### config.mk
export PLATFORM = sky130hd
export DESIGN_NAME = ultrasonic_echo_ranger_core
export DESIGN_NICKNAME = d
export VERILOG_FILES = /design/src/hdl/uer_pkg.sv /design/src/hdl/uer_regs.sv /design/src/hdl/uer_ranger.sv /design/src/hdl/ultrasonic_echo_ranger_core.sv
export SDC_FILE = /design/constraint.sdc
export NUM_CORES = 1
export LEC_CHECK = 0
export BUFFER_PORTS_ARGS = -buffer_cell sky130_fd_sc_hd__buf_2
export CAP_MARGIN = 20
export CORE_MARGIN = 4
export CORE_UTILIZATION = 62
export CTS_CLUSTER_DIAMETER = 40
export CTS_CLUSTER_SIZE = 28
export DETAILED_ROUTE_END_ITERATION = 12
export PLACE_DENSITY_LB_ADDON = 0.25
export SYNTH_ARGS = -nofsm -noshare
export SYNTH_HDL_FRONTEND = slang
export SYNTH_SLANG_ARGS = --single-unit
export TNS_END_PERCENT = 10
### constraint.sdc
create_clock -name clk -period 9.1 [get_ports clk]
set_input_delay 0 -clock clk [delete_from_list [all_inputs] [get_ports clk]]
set_output_delay 0 -clock clk [all_outputs]
set_load 0.05 [all_outputs]
### src/hdl/uer_pkg.sv
// ----------------------------------------------------------------------------
// uer_pkg
// Shared types and constants for the ultrasonic echo ranger.
// ----------------------------------------------------------------------------
`default_nettype none

package uer_pkg;

    // Width of the timer and result fields.
    localparam int FIELD_BITS   = 20;
    // Width of the echo width counter; its ceiling is also held to FIELD_BITS.
    localparam int COUNTER_BITS = 20;

    localparam logic [FIELD_BITS-1:0] FIELD_MAX = '1;

    localparam logic [FIELD_BITS-1:0] WIDTH_LIMIT =
        (COUNTER_BITS >= FIELD_BITS) ? FIELD_MAX
                                     : FIELD_BITS'((64'd1 << COUNTER_BITS) - 64'd1);

    // floor(w * 16 / 29) == (w * DIST_MULT) >> DIST_SHIFT for every w below 2^20.
    // DIST_MULT is ceil(2^29 / 29); the 16 is folded into the shift.
    localparam int DIST_SHIFT   = 25;
    localparam int DIST_MULT_W  = 25;
    localparam int DIST_PROD_W  = FIELD_BITS + DIST_MULT_W;
    localparam logic [DIST_MULT_W-1:0] DIST_MULT = 25'd18512791;

    // Register map, selected by paddr[2].
    localparam int  ADDR_BITS   = 3;
    localparam logic REG_TRIGGER = 1'b0;
    localparam logic REG_TIMEOUT = 1'b1;

    localparam logic [7:0]            TRIGGER_RESET = 8'd15;
    localparam logic [FIELD_BITS-1:0] TIMEOUT_RESET = 20'd200000;

    // Ranging phase, one-hot.
    typedef enum logic [1:0] {
        PH_TRIGGER = 2'b01,
        PH_WAIT    = 2'b10
    } phase_t;

    typedef struct packed {
        logic [7:0]            trigger_ticks;
        logic [FIELD_BITS-1:0] timeout_ticks;
    } cfg_t;

    typedef struct packed {
        logic                  trigger_level;
        logic                  measure_done;
        logic                  timed_out;
        logic [FIELD_BITS-1:0] pulse_width;
        logic [FIELD_BITS-1:0] distance_q4;
    } result_t;

endpackage

`default_nettype wire

### src/hdl/uer_regs.sv
// ----------------------------------------------------------------------------
// uer_regs
// APB-style configuration registers: trigger length and echo timeout.
// ----------------------------------------------------------------------------
`default_nettype none

module uer_regs (
    input  wire logic                          clk,
    input  wire logic                          rst_n,
    input  wire logic                          psel,
    input  wire logic                          penable,
    input  wire logic                          pwrite,
    input  wire logic [uer_pkg::ADDR_BITS-1:0] paddr,
    input  wire logic [31:0]                   pwdata,
    output logic [31:0]                        prdata,
    output logic                               pready,
    output uer_pkg::cfg_t                      cfg
);

    logic [7:0]                      trigger_reg;
    logic [uer_pkg::FIELD_BITS-1:0]  timeout_reg;
    logic                            wr_en;
    logic                            reg_sel;

    assign pready  = 1'b1;
    assign wr_en   = psel & penable & pwrite & pready;
    // Registers are word aligned; the byte offset within a word is ignored.
    assign reg_sel = paddr[2];

    always_ff @(posedge clk or negedge rst_n)
    begin
        if (!rst_n)
        begin
            trigger_reg <= uer_pkg::TRIGGER_RESET;
            timeout_reg <= uer_pkg::TIMEOUT_RESET;
        end
        else if (wr_en)
        begin
            case (reg_sel)
                uer_pkg::REG_TRIGGER: trigger_reg <= pwdata[7:0];
                uer_pkg::REG_TIMEOUT: timeout_reg <= pwdata[uer_pkg::FIELD_BITS-1:0];
                default:              ;
            endcase
        end
    end

    always_comb
    begin
        case (reg_sel)
            uer_pkg::REG_TRIGGER: prdata = 32'(trigger_reg);
            uer_pkg::REG_TIMEOUT: prdata = 32'(timeout_reg);
            default:              prdata = '0;
        endcase
    end

    assign cfg.trigger_ticks = trigger_reg;
    assign cfg.timeout_ticks = timeout_reg;

endmodule

`default_nettype wire

### src/hdl/uer_ranger.sv
// ----------------------------------------------------------------------------
// uer_ranger
// Ranging state machine: trigger pulse, echo edge detection, width count,
// timeout and distance scaling for one tick per step.
// ----------------------------------------------------------------------------
`default_nettype none

module uer_ranger (
    input  wire logic          clk,
    input  wire logic          rst_n,
    input  wire logic          step,
    input  wire logic          echo,
    input  wire uer_pkg::cfg_t cfg,
    output uer_pkg::result_t   result
);

    localparam int FB = uer_pkg::FIELD_BITS;

    uer_pkg::phase_t phase_reg, phase_next;
    logic [FB-1:0]   timer_reg, timer_next;
    logic            rise_reg, rise_next;
    logic [FB-1:0]   width_reg, width_next;
    logic            prev_echo_reg;

    logic [7:0]                        trig_len;
    logic [FB-1:0]                     timer_inc;
    logic                              done;
    logic                              tout;
    logic [uer_pkg::DIST_PROD_W-1:0]   dist_prod;

    assign trig_len  = (cfg.trigger_ticks == 8'd0) ? 8'd1 : cfg.trigger_ticks;
    assign timer_inc = timer_reg + FB'(1);

    // Constant reciprocal multiply; the width is taken straight from its register.
    assign dist_prod = uer_pkg::DIST_PROD_W'(width_reg)
                     * uer_pkg::DIST_PROD_W'(uer_pkg::DIST_MULT);

    always_comb
    begin
        phase_next = phase_reg;
        timer_next = timer_reg;
        rise_next  = rise_reg;
        width_next = width_reg;
        done       = 1'b0;
        tout       = 1'b0;
        result     = '0;

        case (phase_reg)
            uer_pkg::PH_TRIGGER:
            begin
                result.trigger_level = 1'b1;
                if (timer_inc >= FB'(trig_len))
                begin
                    phase_next = uer_pkg::PH_WAIT;
                    timer_next = '0;
                    rise_next  = 1'b0;
                    width_next = '0;
                end
                else
                begin
                    timer_next = timer_inc;
                end
            end

            uer_pkg::PH_WAIT:
            begin
                if (timer_reg != uer_pkg::FIELD_MAX)
                begin
                    timer_next = timer_inc;
                end

                if (!rise_reg)
                begin
                    if (echo && !prev_echo_reg)
                    begin
                        rise_next  = 1'b1;
                        width_next = FB'(1);
                    end
                end
                else if (echo)
                begin
                    if (width_reg < uer_pkg::WIDTH_LIMIT)
                    begin
                        width_next = width_reg + FB'(1);
                    end
                end
                else
                begin
                    done = 1'b1;
                end

                // A completed pulse takes precedence over the timeout.
                tout = !done && (timer_reg >= cfg.timeout_ticks);

                if (done || tout)
                begin
                    phase_next = uer_pkg::PH_TRIGGER;
                    timer_next = '0;
                    rise_next  = 1'b0;
                    width_next = '0;
                end

                result.measure_done = done;
                result.timed_out    = tout;
                if (done)
                begin
                    result.pulse_width = width_reg;
                    result.distance_q4 = dist_prod[uer_pkg::DIST_SHIFT +: FB];
                end
            end

            default:
            begin
                phase_next = uer_pkg::PH_TRIGGER;
                timer_next = '0;
                rise_next  = 1'b0;
                width_next = '0;
            end
        endcase
    end

    always_ff @(posedge clk or negedge rst_n)
    begin
        if (!rst_n)
        begin
            phase_reg     <= uer_pkg::PH_TRIGGER;
            timer_reg     <= '0;
            rise_reg      <= 1'b0;
            width_reg     <= '0;
            prev_echo_reg <= 1'b0;
        end
        else if (step)
        begin
            phase_reg     <= phase_next;
            timer_reg     <= timer_next;
            rise_reg      <= rise_next;
            width_reg     <= width_next;
            prev_echo_reg <= echo;
        end
    end

endmodule

`default_nettype wire

### src/hdl/ultrasonic_echo_ranger_core.sv
// ----------------------------------------------------------------------------
// ultrasonic_echo_ranger_core
// Ultrasonic ranging cycle driven by a stream of 1 us echo samples.
// ----------------------------------------------------------------------------
//
//  Channel   Direction  Payload
//  --------  ---------  ------------------------------------------------------
//  s_axis    in         tdata[0] echo_level (bits 7:1 unused)
//  m_axis    out        tdata: trigger_level, pulse_width, distance_q4
//                       tuser: measure_done, timed_out
//  APB       in/out     reg 0 trigger_ticks at 0x0, reg 1 timeout_ticks at 0x4
//
//  Every input item yields exactly one result item, one item per cycle while m_axis does not stall.
//  An accepted item is held in the input register and then moves into the result
//  register, from which its result is offered on m_axis.
//  The ranging state advances only when an item moves from the input register
//  into the result register; a stalled output simply holds both stages.
//  Reset (rst_n, asynchronous, active low) returns the block to the start of a
//  trigger pulse with the register defaults; no clearing pass is needed.
//
`default_nettype none

module ultrasonic_echo_ranger_core (
    input  wire logic                          clk,
    input  wire logic                          rst_n,

    // Echo sample stream.
    input  wire logic                          s_axis_tvalid,
    output logic                               s_axis_tready,
    input  wire logic [7:0]                    s_axis_tdata,   // [0] echo_level

    // Result stream.
    output logic                               m_axis_tvalid,
    input  wire logic                          m_axis_tready,
    output logic [47:0]                        m_axis_tdata,   // [0] trigger_level,
                                                               // [20:1] pulse_width,
                                                               // [40:21] distance_q4
    output logic [1:0]                         m_axis_tuser,   // [0] measure_done,
                                                               // [1] timed_out

    // Configuration port.
    input  wire logic                          psel,
    input  wire logic                          penable,
    input  wire logic                          pwrite,
    input  wire logic [uer_pkg::ADDR_BITS-1:0] paddr,
    input  wire logic [31:0]                   pwdata,
    output logic [31:0]                        prdata,
    output logic                               pready
);

    uer_pkg::cfg_t    cfg;
    uer_pkg::result_t result;

    // Input register: one echo sample waiting to be processed.
    logic             in_valid_reg;
    logic             echo_reg;

    // Result register.
    logic             out_valid_reg;
    uer_pkg::result_t out_reg;

    logic             advance;

    // The held sample is processed whenever the result register is free or
    // is being emptied in this same cycle.
    assign advance       = in_valid_reg && (!out_valid_reg || m_axis_tready);
    assign s_axis_tready = !in_valid_reg || advance;

    uer_regs u_regs (
        .clk     (clk),
        .rst_n   (rst_n),
        .psel    (psel),
        .penable (penable),
        .pwrite  (pwrite),
        .paddr   (paddr),
        .pwdata  (pwdata),
        .prdata  (prdata),
        .pready  (pready),
        .cfg     (cfg)
    );

    uer_ranger u_ranger (
        .clk    (clk),
        .rst_n  (rst_n),
        .step   (advance),
        .echo   (echo_reg),
        .cfg    (cfg),
        .result (result)
    );

    always_ff @(posedge clk or negedge rst_n)
    begin
        if (!rst_n)
        begin
            in_valid_reg  <= 1'b0;
            out_valid_reg <= 1'b0;
        end
        else
        begin
            if (s_axis_tready)
            begin
                in_valid_reg <= s_axis_tvalid;
            end
            if (advance)
            begin
                out_valid_reg <= 1'b1;
            end
            else if (m_axis_tready)
            begin
                out_valid_reg <= 1'b0;
            end
        end
    end

    // Payload registers carry no reset.
    always_ff @(posedge clk)
    begin
        if (s_axis_tready && s_axis_tvalid)
        begin
            echo_reg <= s_axis_tdata[0];
        end
        if (advance)
        begin
            out_reg <= result;
        end
    end

    assign m_axis_tvalid = out_valid_reg;
    assign m_axis_tdata  = {7'd0, out_reg.distance_q4, out_reg.pulse_width,
                            out_reg.trigger_level};
    assign m_axis_tuser  = {out_reg.timed_out, out_reg.measure_done};

endmodule

`default_nettype wire
# --- Word-level counts from Yosys, hierarchy flattened ---
# Cells that the tools add are included.
op_classes:
  add_sub_neg: 2
  n_mul: 1
  order_cmp: 3
  n_eq_ne: 9
  mux: 27
  bitwise: 3
  reduce_logical: 20
op_table:
  columns: ["operator", "count"]
  rows:
  - ["$mux W20", 9]
  - ["$pmux W20 S2", 2]
  - ["$pmux W32 S2", 1]
  - ["$mul A20 B25 Y45 const B", 1]
  - ["$add A20 B1 Y20 const B", 2]
  - ["$ge A20 B20 Y1", 1]
  - ["$ge A20 B8 Y1", 1]
  - ["$lt A20 B20 Y1 const B", 1]
  - ["$ne A20 B20 Y1 const B", 1]
  - ["$mux W1", 10]
  - ["$reduce_and A2 Y1", 5]
  - ["$logic_not A8 Y1", 1]
  - ["$mux W8", 1]
  - ["$ne A4 B4 Y1 const B", 2]
  - ["$reduce_and A5 Y1", 1]
  - ["$logic_and A1 B1 Y1", 4]
  - ["$logic_not A1 Y1", 4]
  - ["$mux W2", 2]
  - ["$ne A2 B1 Y1 const B", 2]
  - ["$ne A4 B1 Y1 const B", 1]
  - ["$pmux W2 S2", 1]
  - ["$logic_or A1 B1 Y1", 3]
  - ["$ne A3 B1 Y1 const B", 1]
  - ["$reduce_and A3 Y1", 1]
  - ["6 further kinds", 7]
totals:
  ff_bits: 118
  inputBits: 50
  out_inout_bits: 85

# --- Logic depth before layout (Yosys ltp) ---
logic_depth:
  word_depth: 8
  depth_mapped: 23
  ltp_nobuf: 23

# --- Cells and area by module ---
# From an unflattened synthesis, not the netlist that was laid out.
hier_totals:
  hier_cells: 1566
  hier_area_um2: 15680.0
modules_own_cells:
  columns: ["mod", "instances", "cells_each", "area_each_um2", "seq_area_each_um2"]
  rows:
  - ["uer_ranger", 1, 1409, 12757.2, 1102.3]
  - ["ultrasonic_echo_ranger_core", 1, 60, 1481.4, 1371.3]
  - ["uer_regs", 1, 97, 1441.4, 713.2]

# --- Worst setup path after synthesis ---
# No wires, ideal clock.
synth_timing:
  path_type: "reg2reg"
  startpoint: "reg u_ranger.width_reg[17]"
  endpoint: "reg out_reg (netlist bit m_axis_tdata[32]), data pin"
  setup_ps: 269
  t_arrival_ps: 6256
  required_time_ps: 8831
  path_slack_ps: 2574
  stages_incl_launch_ff: 22
  path_cell_list: "dfrtp_1 -> fa_1 -> inv_1 -> fa_1 -> fa_1 -> inv_1 -> fa_1 -> fa_1 -> fa_1 -> inv_1 -> fa_1 -> inv_1 -> ha_1 -> nand3_1 -> or2_2 -> a2111oi_0 -> o2bb2ai_1 -> o211a_1 -> o21ai_1 -> a211oi_1 -> o21a_1 -> nor3_1"
synth_via:
  elab_chain_cells: 1
synth_rtl:
  columns: ["element", "line", "source"]
  rows:
  - ["start, declared", "uer_ranger.sv:22", "logic [FB-1:0] width_reg, width_next;"]
  - ["start signal, assigned", "uer_ranger.sv:137", "width_reg <= width_next;"]
  - ["$mul A20 B25 Y45", "uer_ranger.sv:36", "* uer_pkg::DIST_PROD_W'(uer_pkg::DIST_MULT);"]
  - ["end signal, assigned", "ultrasonic_echo_ranger_core.sv:124", "out_reg <= result;"]
  - ["end, declared", "ultrasonic_echo_ranger_core.sv:60", "uer_pkg::result_t out_reg;"]
# No other way between the ends.
# A chain may end at the register's enable or synchronous reset.

# --- Worst setup path in the final report ---
layout_timing:
  startpoint: "reg u_ranger.width_reg[19]"
  endpoint: "reg out_reg (netlist bit m_axis_tdata[32]), data pin"
# Same word-level chain as after synthesis.

==> qor.txt <==
# hold bufs at CTS - 25
Most used cell, CP - fa_1
Sequential area share after synthesis - 21.08%
IO Pins - 135
Max Cap Violations - 0
RePlAce Congestion - 0.9889
Critical R2R Launch - u_ranger.width_reg[19]
Power Density - 117.3 nW/um^2
Design area - 16,660 um^2
Port Buf Inserts - 93
Fill cells - 1,797
Iteration-0 DRC Markers - 820
Gate Count Post-Synth - 1,489
Unique masters post-synth - 68
Wire per inst - 18.90 um
Rows - 56
First-pass GRT wire length - 60,410 um
Dpl ws - 1.773 ns
WP depth - 21
Cell Area, Synth - 15,120 um^2
Max reg flops - 41
Synth top cells by count - inv_1 (328), ha_1 (247), fa_1 (191)
Die Y-Extent - 164.1 um
Nature of the critical path startpoint - flip-flop
Top post-synthesis cells by area - fa_1 (25%), ha_1 (20%), dfrtp_1 (10%), edfxtp_1 (8.7%), inv_1 (8.1%)
Tmin final - 7.320 ns
H-tree depth - 4
Post-CTS resize count - 0
Layout cells sized above 1 - 11.95%
Pin count of the biggest net entering global routing - 75
HPWL Detailed - 29,410 um
Leak - 9.012 nW
Mean post-synth cell area - 10.15 um^2
Syn-to-layout area delta - 10.23%
RSZ-0062 raised after global routing - no
WS Path Type - reg -> reg
Clock slew at reported path FFs - 0.06 ns
Max Slew Vio Count - 0
Hold Crit Class - in -> async
Delay-heaviest family, CP - adder cells
Synth top area share - 25.30%
Final setup violating endpoints - 0
Peak supply drop - 0.0001056 V
CP startpoint - u_ranger.width_reg[19]
Die width - 164.1 um
Buf/Inv on CP - 4
Initial antenna violation count - 0
Ys async rst share - 62.71%
Initial Util - 63.64%
Final worst slack - 1.780 ns
Top-count cell post-synth - inv_1
Final hold vios - 0
Residual DRC - 0
DIE AREA - 26,940 um^2
WL final - 36,540 um
Vias per cell - 5.624
Ys flop type - dfrtp_1
Vias in the first global route - 11.43k
Clock Latency Late Sink - 0.42 ns
Synth Register Bits - 118
Gr usage total - 29.24%
Post CTS Setup Buffer Count - 0
Nets@finish - 2,090
Pin slew with the least headroom to its limit - 0.9997 ns
Final antenna-violating net count - 0
Yosys Warn Count - 0
CP Max Fanout - 10
Worst stage delay on the critical path - 0.66 ns
FMAX - 136.6 MHz
Reg2Reg Depth - 21
Crit path arrival time - 7.48 ns
Crit-path cells - fa_1 -> inv_1 -> fa_1 -> fa_1 -> inv_1 -> fa_1 -> fa_1 -> fa_1 -> inv_1 -> fa_1 -> inv_1 -> ha_1 -> nand3_1 -> or2_2 -> a2111oi_0 -> o2bb2ai_1 -> o211a_1 -> o21ai_1 -> a211oi_1 -> o21a_1 -> nor3_1
GRT overflow - 0
Status - completed
TritonCTS clock tree - done
CTS Buffer Depth - 2
CTS buffer count - 17
Post-synth EDFFs - 44
Pre-antenna DRT Iters - 6
Final period util - 80.44%
Root Driver - clkbuf_16
Max-slew headroom - 33.35%
Cell taking the most area after synthesis - fa_1
Ant diodes - 0
Vias - 10.88k
DP Area - 15,810 um^2
Clock sink count - 118
Worst path required time - 9.26 ns
Final TNS setup - 0 ns
Core Box Area - 23,750 um^2
Crit end category - flip-flop
Clock skew - 0.01320 ns
Slowest cell on crit path - dfrtp_1
-- cell families (layout without fill, tap and decap cells) --
family,after synthesis,after routing,share of synthesized area [%]
AOI/OAI and AO/OA,211,211,9.089
xor gates and xnor gates,27,27,1.564
adders and majority gates,438,438,45.74
buffers and inverters,376,484,10.08
DFF,118,118,21.08
muxes,33,33,2.434
other,2,20,0.04968
and+or+nand+nor,284,284,9.958
-- placed cells by master, fill, tap and decap left out, drive strengths merged, types with 28 or more instances in the layout --
master / synthesis / routed
inv: 328 / 332
a21o: 28 / 28
buf: 30 / 99
a21oi: 47 / 47
fa: 191 / 191
mux2: 30 / 30
ha: 247 / 247
edfxtp: 44 / 44
nand2: 52 / 52
o21ai: 71 / 71
nor2: 64 / 64
dfrtp: 63 / 63
-- metrics by stage --
stage / cells / power, mW / hold WS [ns] / util, %
after floorplan: 1507 / 1.108 / -0.2956 / -
after global placement: 1876 / 1.226 / 0.1791 / 66.50
after detailed placement: 1877 / 1.248 / 0.1781 / 66.56
after CTS: 1934 / 1.955 / 0.2539 / 70.15
after global routing: 1934 / 2.049 / 0.2700 / 70.15
final: 1934 / 1.954 / 0.2487 / 70.15
-- per-layer routing --
layer	global-route usage [%]	share of wire, %
met5	0	0
met4	6.710	2.0
met1	40.41	43
met3	3.890	5.3
met2	49.55	49
-- worst reg2reg max path: stages, from the launching register on --
cell and delay, ns:
dfrtp_1 0.66, fa_1 0.57, inv_1 0.23, fa_1 0.46
fa_1 0.51, inv_1 0.06, fa_1 0.51, fa_1 0.53
fa_1 0.55, inv_1 0.05, fa_1 0.50, inv_1 0.04
ha_1 0.32, nand3_1 0.11, or2_2 0.31, a2111oi_0 0.35
o2bb2ai_1 0.27, o211a_1 0.31, o21ai_1 0.14, a211oi_1 0.37
o21a_1 0.16, nor3_1 0.04
-- worst paths after layout --
check,slack (ns),to
worst max-delay path,1.78,m_axis_tdata[32]
worst min-delay path,0.25,u_ranger.timer_reg[13]
worst max register to register,1.78,m_axis_tdata[32]
worst min register to register,0.50,u_ranger.prev_echo_reg
max in group asynchronous,8.20,u_ranger.width_reg[8]
min in group clk,0.26,u_regs.trigger_reg[6]
-- power by group --
group	switching [mW]	internal (mW)
sequential	0.0451	0.618
clock	0.266	0.433
combinational	0.401	0.190
-- area by class of cell --
cell class | count | area (um^2) | share of cell area (%)
Sequential cell | 118 | 3187 | 19.13
Clock buffer | 18 | 429.2 | 2.576
Clock inverter | 14 | 172.7 | 1.036
Inverter | 328 | 1231 | 7.389
Tap cell | 319 | 399.1 | 2.395
Timing Repair Buffer | 124 | 770.7 | 4.626
Multi-Input combinational cell | 1013 | 10470 | 62.85
Power figures use the tool's default switching activity.
